[config.mk]
export PLATFORM = sky130hd
export DESIGN_NAME = rgb_led_frame_editor_unit
export DESIGN_NICKNAME = d
export VERILOG_FILES = /design/src/hw/rtl/rlfe_pkg.sv /design/src/hw/rtl/rlfe_ctrl.sv /design/src/hw/rtl/rlfe_dp.sv /design/src/hw/rtl/rgb_led_frame_editor_unit.sv
export VERILOG_INCLUDE_DIRS = /design/src /design/src/hw/rtl
export SDC_FILE = /design/constraint.sdc
export NUM_CORES = 1
export LEC_CHECK = 0
export BUFFER_PORTS_ARGS = -buffer_cell sky130_fd_sc_hd__buf_2
export CELL_PAD_IN_SITES_DETAIL_PLACEMENT = 1
export CELL_PAD_IN_SITES_GLOBAL_PLACEMENT = 2
export CORE_ASPECT_RATIO = 1.4
export CORE_UTILIZATION = 41
export CTS_CLUSTER_DIAMETER = 30
export DETAILED_ROUTE_END_ITERATION = 8
export PLACE_DENSITY_LB_ADDON = 0.12
export SLEW_MARGIN = 5
export SYNTH_ARGS = -nofsm -noshare
export SYNTH_HDL_FRONTEND = slang
export SYNTH_SLANG_ARGS = --single-unit
[constraint.sdc]
create_clock -name clk_i -period 3.1 [get_ports clk_i]
set_input_delay 0.155 -clock clk_i [delete_from_list [all_inputs] [get_ports clk_i]]
set_output_delay 0.155 -clock clk_i [all_outputs]
set_load 0.05 [all_outputs]
[src/hw/rtl/rgb_led_frame_editor_unit_assert.svh]
// Assertion macros used by the top level of the LED frame editor RTL.
`ifndef RGB_LED_FRAME_EDITOR_UNIT_ASSERT_SVH
`define RGB_LED_FRAME_EDITOR_UNIT_ASSERT_SVH

// The condition must hold in the same cycle as the trigger.
`define RLFE_ASSERT_NOW(lbl, clk, rst_n, trig, cond) \
  lbl: assert property (@(posedge clk) disable iff (!rst_n) (trig) |-> (cond)) \
    else $error("rlfe: same-cycle check failed");

// The condition must hold in the cycle after the trigger.
`define RLFE_ASSERT_NEXT(lbl, clk, rst_n, trig, cond) \
  lbl: assert property (@(posedge clk) disable iff (!rst_n) (trig) |=> (cond)) \
    else $error("rlfe: next-cycle check failed");

`endif

[src/hw/rtl/rlfe_pkg.sv]
// Package with the types and constants of the LED frame editor.
`default_nettype none

package rlfe_pkg;

  // Strip geometry.
  localparam int LedCount   = 3;
  localparam int Channels   = 3;
  localparam int StartBytes = 4;
  localparam int EndBytes   = 4;
  localparam int FrameLen   = StartBytes + 4 * LedCount + EndBytes;
  localparam int LedEnd     = StartBytes + 4 * LedCount;

  localparam int LED_W = (LedCount > 1) ? $clog2(LedCount) : 1;
  localparam int CH_W  = 2;
  localparam int CNT_W = $clog2(FrameLen);
  localparam int BRT_W = 5;

  // Fixed frame bytes.
  localparam logic [7:0]       BYTE_START = 8'h00;
  localparam logic [7:0]       BYTE_END   = 8'hFF;
  localparam logic [2:0]       HDR_MARK   = 3'b111;
  localparam logic [BRT_W-1:0] BRT_RESET  = 5'd31;

  // Channel codes inside the colour store.
  localparam logic [CH_W-1:0] CH_RED   = 2'd0;
  localparam logic [CH_W-1:0] CH_GREEN = 2'd1;
  localparam logic [CH_W-1:0] CH_BLUE  = 2'd2;

  // Position of a byte inside one LED's four-byte group.
  localparam logic [1:0] SLOT_HDR   = 2'd0;
  localparam logic [1:0] SLOT_BLUE  = 2'd1;
  localparam logic [1:0] SLOT_GREEN = 2'd2;
  localparam logic [1:0] SLOT_RED   = 2'd3;

  typedef enum logic [1:0] {
    REQ_LEVEL    = 2'd0,
    REQ_NEXT_CH  = 2'd1,
    REQ_NEXT_LED = 2'd2
  } req_e;

  typedef enum logic [1:0] {
    ST_IDLE,
    ST_FILL,
    ST_SEND
  } ctrl_state_e;

  // Commands from the controller to the datapath.
  typedef struct packed {
    logic apply;    // update store and selection from the accepted request
    logic clr_cnt;  // restart the frame byte counter
    logic load;     // load the next frame byte into the output register
  } dp_cmd_t;

  // Status from the datapath to the controller.
  typedef struct packed {
    logic out_last; // output register holds the final frame byte
  } dp_sts_t;

endpackage

`default_nettype wire

[src/hw/rtl/rlfe_ctrl.sv]
// Controller state machine of the LED frame editor.
`default_nettype none

module rlfe_ctrl (
  input  wire logic             clk_i,
  input  wire logic             rst_ni,
  input  wire logic             in_valid_i,
  output logic                  in_ready_o,
  output logic                  out_valid_o,
  input  wire logic             out_ready_i,
  input  wire rlfe_pkg::dp_sts_t sts_i,
  output rlfe_pkg::dp_cmd_t     cmd_o
);
  import rlfe_pkg::*;

  ctrl_state_e state_q, state_d;

  always_ff @(posedge clk_i or negedge rst_ni) begin
    if (!rst_ni) begin
      state_q <= ST_IDLE;
    end else begin
      state_q <= state_d;
    end
  end

  always_comb begin
    state_d = state_q;
    case (state_q)
      ST_IDLE: begin
        if (in_valid_i) state_d = ST_FILL;
      end
      ST_FILL: begin
        state_d = ST_SEND;
      end
      ST_SEND: begin
        if (out_ready_i && sts_i.out_last) state_d = ST_IDLE;
      end
      default: begin
        state_d = ST_IDLE;
      end
    endcase
  end

  always_comb begin
    in_ready_o    = 1'b0;
    out_valid_o   = 1'b0;
    cmd_o         = '0;
    case (state_q)
      ST_IDLE: begin
        in_ready_o    = 1'b1;
        cmd_o.apply   = in_valid_i;
        cmd_o.clr_cnt = in_valid_i;
      end
      ST_FILL: begin
        cmd_o.load = 1'b1;
      end
      ST_SEND: begin
        out_valid_o = 1'b1;
        cmd_o.load  = out_ready_i && !sts_i.out_last;
      end
      default: begin
        in_ready_o = 1'b0;
      end
    endcase
  end

endmodule

`default_nettype wire

[src/hw/rtl/rlfe_dp.sv]
// Datapath of the LED frame editor: colour store, selection and frame byte generator.
`default_nettype none

module rlfe_dp (
  input  wire logic                      clk_i,
  input  wire logic                      rst_ni,
  input  wire rlfe_pkg::dp_cmd_t         cmd_i,
  output rlfe_pkg::dp_sts_t              sts_o,
  input  wire logic [1:0]                req_type_i,
  input  wire logic [7:0]                level_i,
  input  wire logic                      cfg_we_i,
  input  wire logic [rlfe_pkg::BRT_W-1:0] cfg_wdata_i,
  output logic [7:0]                     frame_byte_o,
  output logic                           frame_last_o
);
  import rlfe_pkg::*;

  logic [7:0]       store_q [LedCount][Channels];
  logic [7:0]       store_d [LedCount][Channels];
  logic [LED_W-1:0] sel_led_q, sel_led_d;
  logic [CH_W-1:0]  sel_ch_q, sel_ch_d;
  logic [BRT_W-1:0] brt_q, brt_d;
  logic [CNT_W-1:0] cnt_q, cnt_d;
  logic [7:0]       out_byte_q, out_byte_d;
  logic             out_last_q, out_last_d;

  logic [CNT_W-1:0] off;
  logic [LED_W-1:0] led_idx;
  logic [1:0]       slot;
  logic [7:0]       next_byte;
  logic             next_last;

  // Request handling: level write or selection step.
  always_comb begin
    store_d   = store_q;
    sel_led_d = sel_led_q;
    sel_ch_d  = sel_ch_q;
    if (cmd_i.apply) begin
      case (req_e'(req_type_i))
        REQ_LEVEL: begin
          store_d[sel_led_q][sel_ch_q] = level_i;
        end
        REQ_NEXT_CH: begin
          sel_ch_d = (sel_ch_q == CH_BLUE) ? CH_RED : sel_ch_q + 1'b1;
        end
        REQ_NEXT_LED: begin
          sel_led_d = (sel_led_q == LED_W'(LedCount - 1)) ? '0 : sel_led_q + 1'b1;
          sel_ch_d  = CH_RED;
        end
        default: begin
          sel_ch_d = sel_ch_q;
        end
      endcase
    end
  end

  assign brt_d = cfg_we_i ? cfg_wdata_i : brt_q;

  // Frame byte for the current counter position.
  assign off     = cnt_q - CNT_W'(StartBytes);
  assign led_idx = LED_W'(off >> 2);
  assign slot    = off[1:0];

  always_comb begin
    next_byte = BYTE_START;
    next_last = 1'b0;
    if (cnt_q < CNT_W'(StartBytes)) begin
      next_byte = BYTE_START;
    end else if (cnt_q >= CNT_W'(LedEnd)) begin
      next_byte = BYTE_END;
      next_last = (cnt_q == CNT_W'(FrameLen - 1));
    end else begin
      case (slot)
        SLOT_HDR:   next_byte = {HDR_MARK, brt_q};
        SLOT_BLUE:  next_byte = store_q[led_idx][CH_BLUE];
        SLOT_GREEN: next_byte = store_q[led_idx][CH_GREEN];
        SLOT_RED:   next_byte = store_q[led_idx][CH_RED];
        default:    next_byte = BYTE_START;
      endcase
    end
  end

  always_comb begin
    cnt_d      = cnt_q;
    out_byte_d = out_byte_q;
    out_last_d = out_last_q;
    if (cmd_i.clr_cnt) begin
      cnt_d = '0;
    end else if (cmd_i.load) begin
      cnt_d      = cnt_q + 1'b1;
      out_byte_d = next_byte;
      out_last_d = next_last;
    end
  end

  always_ff @(posedge clk_i or negedge rst_ni) begin
    if (!rst_ni) begin
      for (int l = 0; l < LedCount; l++) begin
        for (int c = 0; c < Channels; c++) begin
          store_q[l][c] <= '0;
        end
      end
      sel_led_q  <= '0;
      sel_ch_q   <= CH_RED;
      brt_q      <= BRT_RESET;
      cnt_q      <= '0;
      out_last_q <= 1'b0;
    end else begin
      store_q    <= store_d;
      sel_led_q  <= sel_led_d;
      sel_ch_q   <= sel_ch_d;
      brt_q      <= brt_d;
      cnt_q      <= cnt_d;
      out_last_q <= out_last_d;
    end
  end

  always_ff @(posedge clk_i) begin
    out_byte_q <= out_byte_d;
  end

  assign sts_o.out_last = out_last_q;
  assign frame_byte_o   = out_byte_q;
  assign frame_last_o   = out_last_q;

endmodule

`default_nettype wire

[src/hw/rtl/rgb_led_frame_editor_unit.sv]
// Top level of the LED frame editor: an editable colour store that streams strip frames.
//
// Usage: each request on the slave stream edits the colour store and then triggers one
// complete strip frame on the master stream. tuser carries the request kind (level
// sample, next colour channel, next LED); tdata carries the level. The frame is four
// 0x00 bytes, a header (0xE0 | brightness) with blue, green and red bytes for each LED,
// then four 0xFF bytes; tlast marks the final 0xFF byte.
// Once a request is accepted, the controller loads the first frame byte into the output
// register in its fill state and offers it in its send state.
// Throughput: one byte per cycle while the receiver keeps tready high. The controller
// handles one request at a time; the byte counter in the datapath sets the frame length.
// Stalls: when tready is low the output register holds its byte and tlast, and no
// new request is taken until the final byte of the frame has been accepted.
// Reset: the colour store and the selected LED and channel are cleared, the brightness
// returns to 31, and the block waits for a request. The brightness register is written
// through cfg_we_i / cfg_wdata_i by the user only while idle; the block does not check.
`default_nettype none

`include "rgb_led_frame_editor_unit_assert.svh"

module rgb_led_frame_editor_unit (
  input  wire logic                        clk_i,
  input  wire logic                        rst_ni,
  input  wire logic                        cfg_we_i,
  input  wire logic [rlfe_pkg::BRT_W-1:0]  cfg_wdata_i,   // global_brightness
  input  wire logic                        s_axis_tvalid,
  output logic                             s_axis_tready,
  input  wire logic [7:0]                  s_axis_tdata,  // [7:0] level_sample
  input  wire logic [1:0]                  s_axis_tuser,  // [1:0] req_type
  output logic                             m_axis_tvalid,
  input  wire logic                        m_axis_tready,
  output logic [7:0]                       m_axis_tdata,  // [7:0] frame_byte
  output logic                             m_axis_tlast   // frame_last
);
  import rlfe_pkg::*;

  dp_cmd_t cmd;
  dp_sts_t sts;

  // The controller sequences accept, first load and the byte stream.
  rlfe_ctrl u_ctrl (
    .clk_i       (clk_i),
    .rst_ni      (rst_ni),
    .in_valid_i  (s_axis_tvalid),
    .in_ready_o  (s_axis_tready),
    .out_valid_o (m_axis_tvalid),
    .out_ready_i (m_axis_tready),
    .sts_i       (sts),
    .cmd_o       (cmd)
  );

  // The datapath holds the colour store, the selection and the output register.
  rlfe_dp u_dp (
    .clk_i        (clk_i),
    .rst_ni       (rst_ni),
    .cmd_i        (cmd),
    .sts_o        (sts),
    .req_type_i   (s_axis_tuser),
    .level_i      (s_axis_tdata),
    .cfg_we_i     (cfg_we_i),
    .cfg_wdata_i  (cfg_wdata_i),
    .frame_byte_o (m_axis_tdata),
    .frame_last_o (m_axis_tlast)
  );

  // A request is never taken while a frame byte is on offer.
  `RLFE_ASSERT_NOW(a_no_accept_while_sending, clk_i, rst_ni,
                   s_axis_tready, !m_axis_tvalid)

  // After a request is accepted the block is busy for at least the next cycle.
  `RLFE_ASSERT_NEXT(a_busy_after_request, clk_i, rst_ni,
                    s_axis_tvalid && s_axis_tready, !s_axis_tready && cmd.load)

  // Once the final byte of a frame is taken, the block is ready for a new request.
  `RLFE_ASSERT_NEXT(a_ready_after_last, clk_i, rst_ni,
                    m_axis_tvalid && m_axis_tready && m_axis_tlast, s_axis_tready)

endmodule

`default_nettype wire

---- Word-level counts from Yosys, hierarchy flattened ----
Cells that the tools add are included.
operators by class
  add/sub/neg operators ................... 4
  multipliers ............................. 0
  divide/modulo/power cells ............... 0
  $lt $le $gt $ge ......................... 7
  equal/unequal tests ..................... 12
  shift-type cells ........................ 0
  mux-type cells .......................... 24
  bitwise operators ....................... 4
  reduce and logical (&&, ||, !) cells .... 15
operators with widths
  cell                                                         number
  bitwise mux 72 bit                                           1
  two-way mux 24 bit                                           3
  binary-select mux 24 bit (select 2 bit)                      1
  demux 24 bit (select 2 bit)                                  1
  one-hot mux 8 bit (4 select lines)                           1
  demux 8 bit (select 2 bit)                                   1
  two-way mux 8 bit                                            2
  == test 2 bit (second input constant)                        6
  two-way mux 2 bit                                            5
  two-way mux 5 bit                                            2
  AND reduction 2 bit                                          5
  greater-or-equal comparator 3 bit (second input constant)    3
  NOT 2 -> 3 bit                                               3
  == test 2 x 1 -> 1 bit (second input constant)               3
  logical NOT 2 bit                                            3
  less-than comparator 3 x 1 -> 1 bit (second input constant)  2
  one-hot mux 2 bit (3 select lines)                           1
  adder 5 x 1 -> 5 bit (second input constant)                 1
  == test 5 bit (second input constant)                        1
  greater-or-equal comparator 5 bit (second input constant)    1
  less-than comparator 5 x 3 -> 1 bit (second input constant)  1
  adder 2 x 1 -> 2 bit (second input constant)                 2
  logical AND 1 bit                                            4
  two-way mux 1 bit                                            4
  other kinds (8)                                              9
word-level totals
  register bits ........................... 97
  latch bits .............................. 0
  memory bits (writable) .................. 0
  memory bits (read-only) ................. 0
  bits of input ports ..................... 20
  output and inout bits ................... 11
  word-level logic and storage cells ...... 82
  memories kept ........................... 0

---- Logic depth before layout (Yosys ltp) ----
Gate-level depths: netlist of the first run.
  word-level depth ........................ 8
  gate-level depth with buffers ........... 9
  depth with buffers taken out ............ 6

---- Modules after synthesis ----
A second synthesis of the first run with hierarchy kept.
unflattened totals
  cell total of the unflattened synthesis .. 353
  area total of the unflattened synthesis .. 4,600.7 sq um
modules (own cells, without submodules)
  module     instances  cells an instance  area each (sq um)  sequential area each (sq um)
  rlfe_dp    1          336                4,423.0            2,423.6
  rlfe_ctrl  1          17                 177.7              50.0

---- Worst setup path after synthesis of the first run ----
No wires, ideal clock.
  path type ............................... reg2reg
  from .................................... reg u_ctrl.state_q[0]
  to ...................................... reg u_dp.store_q[40] (netlist bit)
  library setup time ...................... 0.125 ns
  data arrival time ....................... 2.324 ns
  required time ........................... 2.975 ns
  setup slack ............................. 0.651 ns
  stages on the path, launching flop included .. 8
  path buffers ............................ 1
  period minus slack after synthesis ...... 2.449 ns
  cell sequence ........................... dfrtp_1 inv_1 ha_1 nand3_2 or3b_4 or3_1 buf_6 mux2_4
between the ends
  longest elaborated chain between the ends .. 3
ends and longest elaborated chain
  item                           line             text
  start: declaration             rlfe_ctrl.sv:16  ctrl_state_e state_q, state_d;
  start signal: assignment       rlfe_ctrl.sv:22  state_q <= state_d;
  logical NOT 2 bit              rlfe_ctrl.sv:48  case (state_q)
  two-way mux 2 bit              rlfe_ctrl.sv:48
  AND reduction 2 bit (no line)  -
  end signal: assignment         rlfe_dp.sv:109   store_q <= store_d;
  end: declaration               rlfe_dp.sv:18    logic [7:0] store_q [LedCount][Channels];
No other way between the ends.
A chain may end at the register's enable or synchronous reset.

---- Worst setup path after layout of the first run ----
  from .................................... reg u_ctrl.state_q[0]
  to ...................................... reg u_dp.store_q[43] (netlist bit)
Same word-level chain as after synthesis.

==> results.toml, run 1 <==
[grt]
grt-ovfl-total = 0
grt_max_degree = 58
grt_util_all_layers = 0.2112
grt_first_pass_wirelength_mm = 18.12
grt_antenna_before_repair = 0
via_count_of_the_first_global_routing_pass = 3149

[clock_network]
ctsLongestPathBuffers = 2
clk_transition_reported_paths_ns = 0.07
clock_sinks = 97
post-cts-setup-buffers = 0
clk_tree_root_cell = "sky130_fd_sc_hd__clkbuf_16"
holdBufCountCts = 1
tritoncts = "yes"
clock_latency_ns = 0.35
h-tree-depth = 3
number_of_gates_resized_after_cts = 0
cts-buffers-inserted = 9

[worst_setup_path]
timing.critical_path.arrival_ns = 2.67
timing.reg2reg.setup_slack_ns = 0.67
regToRegEndpoint = "u_dp.store_q[43]"
ff2ff_path_depth = 6
timing.critical_path.from_type = "register"
cp.required_ns = 3.34
crit_path_end_kind = "register"
worst-setup-path-type = "register to register"
crit_path_max_fanout = 8
rr_startpoint = "u_ctrl.state_q[0]"

[routing]
finalWirelength_mm = 11.11
antenna_violation_net_count_after_detailed_routing = 0
routed-via-count = 2905
detail_route.first_pass.iterations = 4
drtIter0Drc = 111
drt-vias-per-instance = 5.390
wire_per_inst_um = 20.60
drt_drc_violations_left = 0

[timing]
totalNegativeSetupSlack_ns = 0
drv_slew = 0
final_period_minus_worst_setup_slack_ns = 2.433
tightest_slew_ns = 0.7620
hold_viol = 0
finalCritPeriodShare = 0.7848
timing.fmax_ghz = 0.4110
maxSlewHeadroom = 0.4920
hold_ws_ns = 0.04311
rsz0062_at_grt = "false"
setup_viol = 0
fin_worst_skew_ns = 0.006554

[die]
die_w_um = 91.61
floorplan.core_area_mm2 = 0.01087
boundaryPins = 31
rows = 45
die_h_um = 127.5
floorplan.die_area_mm2 = 0.01168
starting_density_of_the_core = 0.4242

[logic_synthesis]
syn_area_mm2 = 0.004609
syn_area_per_cell_um2 = 12.91
gate_count_after_technology_mapping = 357
synth_sequential_area_ratio = 0.5366
synth_cell_types = 40
yosys_register_bits = 97
yosys_warnings = 0
postSynthNetCount = 391

[placed_design]
portBuffers = 30
dp_hpwl_mm = 7.390
gpl.final_weighted_congestion = 0.7220

[layout]
utilization_after_layout = 0.4807
antennaDiodeCount = 0
mostFrequentLayoutCell = "sky130_fd_sc_hd__dfrtp_1"
area_growth_syn_to_layout_pct = 13.33
most_frequent_cells_in_the_layout = "sky130_fd_sc_hd__dfrtp_1, sky130_fd_sc_hd__mux2_2, sky130_fd_sc_hd__buf_2"
total_of_fill_cells_in_the_finished_design = 1127
multi_input_comb_area_mm2 = 0.002044
sequential_cell_area_mm2 = 0.002474
post_route_cells_drive_above_1_share = 0.3819
fin_nets = 427

[min_path]
worstHoldStart = "cfg_wdata_i[4]"
worstHoldPathCells = 2
worstHoldPathType = "input port to register"
worst_hold_path.endpoint = "u_dp.brt_q[4]"

[pwr]
peakVddDrop_v = 0.0002731
power.density_mw_per_mm2 = 810.8
static-leakage-power_nw = 2.384

[outcome]
run_status = "completed"

[run]
max_cap_viol_count = 0
## state kept, by name, indices dropped and copies added, names as in the netlist
name               cells
u_dp.frame_byte_o      8
u_dp.brt_q             5
u_dp.store_q          72
u_dp.sel_ch_q          2
u_dp.sel_led_q         2
u_dp.cnt_q             5
u_dp.frame_last_o      1
u_ctrl.state_q         2
## worst max path at each step
stage | startpoint | end | slack, ns | cells past startpoint
after CTS | u_ctrl.state_q[1] | u_dp.store_q[43] | 0.65 | 6
after global placement | u_dp.cnt_q[2] | u_dp.frame_byte_o[3] | 0.74 | 7
after global routing | u_ctrl.state_q[0] | u_dp.store_q[40] | 0.57 | 6
after floorplan | u_ctrl.state_q[0] | u_dp.store_q[40] | 0.65 | 7
after detailed placement | u_ctrl.state_q[1] | u_dp.store_q[43] | 0.65 | 6
final | u_ctrl.state_q[0] | u_dp.store_q[43] | 0.67 | 6
## report_power, final
group	leakage [nW]	switching (W)	total, W	internal [W]
Sequential	1.26	0.000224	0.00193	0.00170
Clock	0.139	0.000496	0.00104	0.000544
Combinational	0.985	0.000715	0.00127	0.000554
Total	2.38	0.00143	0.00424	0.00280
## critical path: stages, from the launching register on
cell and delay [ns]:
sky130_fd_sc_hd__dfrtp_1 0.40, sky130_fd_sc_hd__inv_1 0.13, sky130_fd_sc_hd__ha_1 0.24, sky130_fd_sc_hd__nand3_2 0.10
sky130_fd_sc_hd__or3b_4 0.42, sky130_fd_sc_hd__or3_1 0.60, sky130_fd_sc_hd__mux2_4 0.40
## per-layer routing
metal	global-route usage	part of all wire	up-vias
li1	-	-	1360
met1	0.2836	0.46	1501
met2	0.3450	0.50	32
met3	0.03750	0.020	12
met4	0.07190	0.019	0
met5	0	0	-
## synthesized netlist by cell type
cell                         n  area (um2)
sky130_fd_sc_hd__a21o_1      1       7.510
sky130_fd_sc_hd__ha_1       14       175.2
sky130_fd_sc_hd__inv_1       7       26.28
sky130_fd_sc_hd__dfstp_2     5       131.4
sky130_fd_sc_hd__o21ai_0    13       65.06
sky130_fd_sc_hd__nand3_1     5       25.02
sky130_fd_sc_hd__and3b_1     1       8.760
sky130_fd_sc_hd__or3_1       3       18.77
sky130_fd_sc_hd__mux2i_1    19       190.2
sky130_fd_sc_hd__mux2_2     76       855.8
sky130_fd_sc_hd__o21ai_1     1       5.000
sky130_fd_sc_hd__xnor2_1     2       17.52
sky130_fd_sc_hd__o22ai_1     5       31.28
sky130_fd_sc_hd__nand3_2     1       10.01
sky130_fd_sc_hd__buf_1       1       3.750
sky130_fd_sc_hd__buf_6       1       11.26
sky130_fd_sc_hd__nand2_1    20       75.07
sky130_fd_sc_hd__o211ai_1    1       7.510
sky130_fd_sc_hd__edfxtp_1    8       240.2
sky130_fd_sc_hd__and3_1      1       6.260
sky130_fd_sc_hd__a22o_1      4       35.03
sky130_fd_sc_hd__nor2b_1     1       6.260
sky130_fd_sc_hd__a21oi_1     9       45.04
sky130_fd_sc_hd__inv_2       1       3.750
sky130_fd_sc_hd__dfrtp_1    84        2102
sky130_fd_sc_hd__o2bb2ai_1   5       43.79
sky130_fd_sc_hd__or3b_2      1       8.760
sky130_fd_sc_hd__nor3_1      8       40.04
sky130_fd_sc_hd__buf_2       4       20.02
sky130_fd_sc_hd__a211oi_1    5       37.54
sky130_fd_sc_hd__and2b_2     1       8.760
sky130_fd_sc_hd__and2_2      1       7.510
sky130_fd_sc_hd__mux2_4      8       120.1
sky130_fd_sc_hd__clkbuf_1    7       26.28
sky130_fd_sc_hd__or3b_4      1       11.26
sky130_fd_sc_hd__o31ai_1     1       7.510
sky130_fd_sc_hd__nand2b_1    7       43.79
sky130_fd_sc_hd__nor2_2      4       25.02
sky130_fd_sc_hd__nor2_1     12       45.04
sky130_fd_sc_hd__a22oi_1     8       60.06
## metrics by stage
stage / instance area [um2] / std cells / power, W / setup slack, ns
after CTS: 5224 / 539 / 0.004290 / 0.6511
after global routing: 5224 / 539 / 0.004481 / 0.5674
final: 5224 / 539 / 0.004235 / 0.6672
after global placement: 4942 / 522 / 0.003176 / 0.7360
after detailed placement: 4942 / 522 / 0.003229 / 0.6527
after floorplan: 4609 / 357 / 0.002821 / 0.6507
## logic make-up (layout without fill, tap and decap cells)
logic type | count (synthesis) | in the layout | synth area share
flip-flops | 97 | 97 | 0.5366
AND/OR/NAND/NOR | 67 | 67 | 0.07383
buffers and inverters | 21 | 62 | 0.01982
adder cells (fa/ha/maj) | 14 | 14 | 0.03800
XOR/XNOR | 2 | 2 | 0.003801
AO/OA/AOI/OAI | 53 | 53 | 0.07492
multiplexers | 103 | 103 | 0.2530
## final cells by class
| cell class | count | share of cell area |
|---|---|---|
| Timing Repair Buffer | 38 | 0.04359 |
| Inverter | 8 | 0.005749 |
| Tap cell | 141 | 0.03377 |
| Multi-Input combinational cell | 239 | 0.3914 |
| Clock buffer | 9 | 0.04311 |
| Clock inverter | 7 | 0.008862 |
| Sequential cell | 97 | 0.4735 |
(Power assumes the default switching activity.)
==> inputs of run 2 (changes only) <==
--- a/config.mk
+++ b/config.mk
@@ -6,11 +6,12 @@
 export SDC_FILE = /design/constraint.sdc
 export NUM_CORES = 1
 export LEC_CHECK = 0
+export ABC_AREA = 1
 export BUFFER_PORTS_ARGS = -buffer_cell sky130_fd_sc_hd__buf_2
 export CELL_PAD_IN_SITES_DETAIL_PLACEMENT = 1
 export CELL_PAD_IN_SITES_GLOBAL_PLACEMENT = 2
 export CORE_ASPECT_RATIO = 1.4
-export CORE_UTILIZATION = 41
+export CORE_UTILIZATION = 33
 export CTS_CLUSTER_DIAMETER = 30
 export DETAILED_ROUTE_END_ITERATION = 8
 export PLACE_DENSITY_LB_ADDON = 0.12
==> constraint.sdc (replaced) <==
create_clock -name clk_i -period 2.14 [get_ports clk_i]
set_input_delay 0.107 -clock clk_i [delete_from_list [all_inputs] [get_ports clk_i]]
set_output_delay 0.107 -clock clk_i [all_outputs]
set_load 0.05 [all_outputs]
==> run 2 against run 1 <==
Net effect: worst setup slack worse by 0.47 ns; sequential power up 40%; sequential cell count unchanged; final cell count up 53%; non-clock buffer count up 30; utilization down 8.0 points; critical endpoint is now u_dp.frame_byte_o[3].
==> results.toml, run 2 <==
[outcome]
run_status = "completed"

[timing]
maxSlewHeadroom = 0.6163
setup_viol = 0
setup_ws_ns = 0.1945
hold_viol = 0
tightest_slew_ns = 0.5756
totalNegativeSetupSlack_ns = 0
fin_worst_skew_ns = 0.009079
rsz0062_at_grt = "false"
hold_ws_ns = 0.07671
drv_slew = 0
timing.fmax_ghz = 0.5140
final_period_minus_worst_setup_slack_ns = 1.945
finalCritPeriodShare = 0.9091

[clock_network]
h-tree-depth = 3
ctsLongestPathBuffers = 2
cts-buffers-inserted = 9
tritoncts = "yes"
clk_tree_root_cell = "sky130_fd_sc_hd__clkbuf_16"
post-cts-setup-buffers = 0
clk_transition_reported_paths_ns = 0.07
clock_latency_ns = 0.36
clock_sinks = 97

[layout]
max_ffs_per_register = 72
area_growth_syn_to_layout_pct = 19.13
multi_input_comb_area_mm2 = 0.001877
sequential_cell_area_mm2 = 0.002474
antennaDiodeCount = 0
most_frequent_cells_in_the_layout = "sky130_fd_sc_hd__nand2_1, sky130_fd_sc_hd__o21ai_0, sky130_fd_sc_hd__dfrtp_1"
mostFrequentLayoutCell = "sky130_fd_sc_hd__nand2_1"
fin_nets = 668
post_route_cells_drive_above_1_share = 0.1364
regMostFlops = "u_dp.store_q"
stdcell_count = 823
total_of_fill_cells_in_the_finished_design = 1720

[logic_synthesis]
synth-edff-count = 8
syn_area_per_cell_um2 = 8.145
post-synth-top-area-fraction = 0.4488
synth_top_cells_by_count = "sky130_fd_sc_hd__nand2_1, sky130_fd_sc_hd__o21ai_0, sky130_fd_sc_hd__dfrtp_1, sky130_fd_sc_hd__inv_1, sky130_fd_sc_hd__nor2_1"
ys_async_sr_fraction = 0.9175
yosys_register_bits = 97
synth_cell_types = 25
synth.top_cells.by_area = "sky130_fd_sc_hd__dfrtp_1, sky130_fd_sc_hd__nand2_1, sky130_fd_sc_hd__o21ai_0, sky130_fd_sc_hd__inv_1, sky130_fd_sc_hd__edfxtp_1"
syn_area_mm2 = 0.004683
postSynth.topFlopCell = "sky130_fd_sc_hd__dfrtp_1"
post-synth-top-area-cell = "sky130_fd_sc_hd__dfrtp_1"
yosysMostFrequentCell = "sky130_fd_sc_hd__nand2_1"
gate_count_after_technology_mapping = 575
yosys_warnings = 0
postSynthNetCount = 609
synth_sequential_area_ratio = 0.5282

[worst_setup_path]
timing.critical_path.from_type = "register"
worst-setup-path-type = "register to register"
crit_path_max_fanout = 8
critical_path.slowest_cell = "sky130_fd_sc_hd__nor2_1"
cp.required_ns = 2.33
timing.critical_path.arrival_ns = 2.14
critical_path.cell_chain = "inv_1 -> ha_1 -> inv_1 -> nor2_1 -> nand2_1 -> nand3_1 -> nand2_1 -> a21oi_1"
crit_path_max_incr_delay_ns = 0.44
crit_path_end_kind = "register"

[die]
floorplan.core_area_mm2 = 0.01391
die_h_um = 143.0
floorplan.die_area_mm2 = 0.01468
boundaryPins = 31
die_w_um = 102.7
rows = 51
starting_density_of_the_core = 0.3367

[placed_design]
post-place-ws_ns = 0.08784
portBuffers = 30
gpl.final_weighted_congestion = 0.7666
dp_hpwl_mm = 9.982
placedCellCount = 794

[run]
max_cap_viol_count = 0

[grt]
grt-ovfl-total = 0
via_count_of_the_first_global_routing_pass = 4060
grtUsageMet1 = 0.2562
grtUsageMet2 = 0.3565
global_route.peak_usage_layer = "met2"
grt_antenna_before_repair = 0
use_met3 = 0.03182
grt_util_all_layers = 0.2090
grt_max_degree = 52
grt_first_pass_wirelength_mm = 22.19

[pwr]
static-leakage-power_nw = 2.664
post-layout-total-power_w = 0.006324
peakVddDrop_v = 0.0005069
power.density_mw_per_mm2 = 1133

[routing]
wire_per_inst_um = 16.68
detail_route.first_pass.iterations = 4
routed-via-count = 3909
drt_drc_violations_left = 0
finalWirelength_mm = 13.73
drtIter0Drc = 151
drt-vias-per-instance = 4.750
antenna_violation_net_count_after_detailed_routing = 0

[min_path]
worstHoldPathType = "input port to register"
-- run 2: changes by cell type after synthesis, sizes merged, moves of 7 or more --
cell | previous run | this run
nand3 | 6 | 28
nor2 | 16 | 30
a22oi | 8 | 0
buf | 6 | 16
mux2 | 84 | 5
mux2i | 19 | 0
nand2 | 20 | 195
inv | 8 | 66
o21ai | 14 | 88
nand2b | 7 | 0
-- run 2: worst max-delay path: cells and delay by family, from the launching register on --
kind	cells	cell delay, ns
AND/OR/NAND/NOR	4	0.72
flip-flops	1	0.38
buffers and inverters	2	0.19
adder cells (fa/ha/maj)	1	0.35
AO/OA/AOI/OAI	1	0.15
-- run 2: power by group --
part	total (W)	leakage [nW]	internal [W]	switching [W]
logic	0.00212	1.29	0.000659	0.00146
registers	0.00270	1.25	0.00241	0.000291
clock network	0.00150	0.128	0.000811	0.000692
total	0.00632	2.66	0.00388	0.00244
-- run 2: layout make-up --
| type | instances | share of cell area |
|---|---|---|
| Clock inverter | 3 | 0.003140 |
| Inverter | 66 | 0.04440 |
| Sequential cell | 97 | 0.4434 |
| Tap cell | 185 | 0.04149 |
| Clock buffer | 12 | 0.04418 |
| Multi-Input combinational cell | 392 | 0.3364 |
| Timing Repair Buffer | 68 | 0.08702 |
-- run 2: stage by stage --
stage	utilization	cell area, um2
2_1_floorplan	-	4688
3_3_place_gp	0.3718	5172
3_5_place_dp	0.3718	5172
4_1_cts	0.4009	5577
5_1_grt	0.4011	5579
6_report	0.4011	5579
-- run 2: worst paths after layout --
kind	start	endpoint	slack (ns)	cells after the start
setup / recovery	u_dp.cnt_q[3]	u_dp.frame_byte_o[3]	0.19	8
min in group asynchronous	rst_ni	u_ctrl.state_q[1]	0.28	2
hold / removal	cfg_we_i	u_dp.brt_q[2]	0.08	2
max in group asynchronous	rst_ni	u_dp.store_q[56]	1.17	3
hold reg to reg	u_dp.store_q[29]	u_dp.store_q[29]	0.48	2
setup reg to reg	u_dp.cnt_q[3]	u_dp.frame_byte_o[3]	0.19	8
-- run 2: what timing repair did --
| action | 4_1_cts | 5_1_grt |
|---|---|---|
| endpoints found under the hold margin | 46 | 0 |
| resized for setup | 0 | 1 |
| hold buffers | 14 | 0 |
| setup endpoints to repair | 0 | 5 |
-- run 2: logic make-up (layout without fill, tap and decap cells) --
family / Yosys count / after routing / share of synthesized area
muxes: 5 / 5 / 0.01202
AOI/OAI and AO/OA: 107 / 107 / 0.1186
xor gates and xnor gates: 1 / 1 / 0.001870
buffers and inverters: 86 / 149 / 0.07267
DFF: 97 / 97 / 0.5282
adders and majority gates: 14 / 14 / 0.03740
and+or+nand+nor: 265 / 265 / 0.2292
-- run 2: layer usage --
layer	share of wire	up-vias
met5	0	-
met4	0.027	0
met3	0.032	19
met2	0.51	52
met1	0.44	1891
li1	-	1947
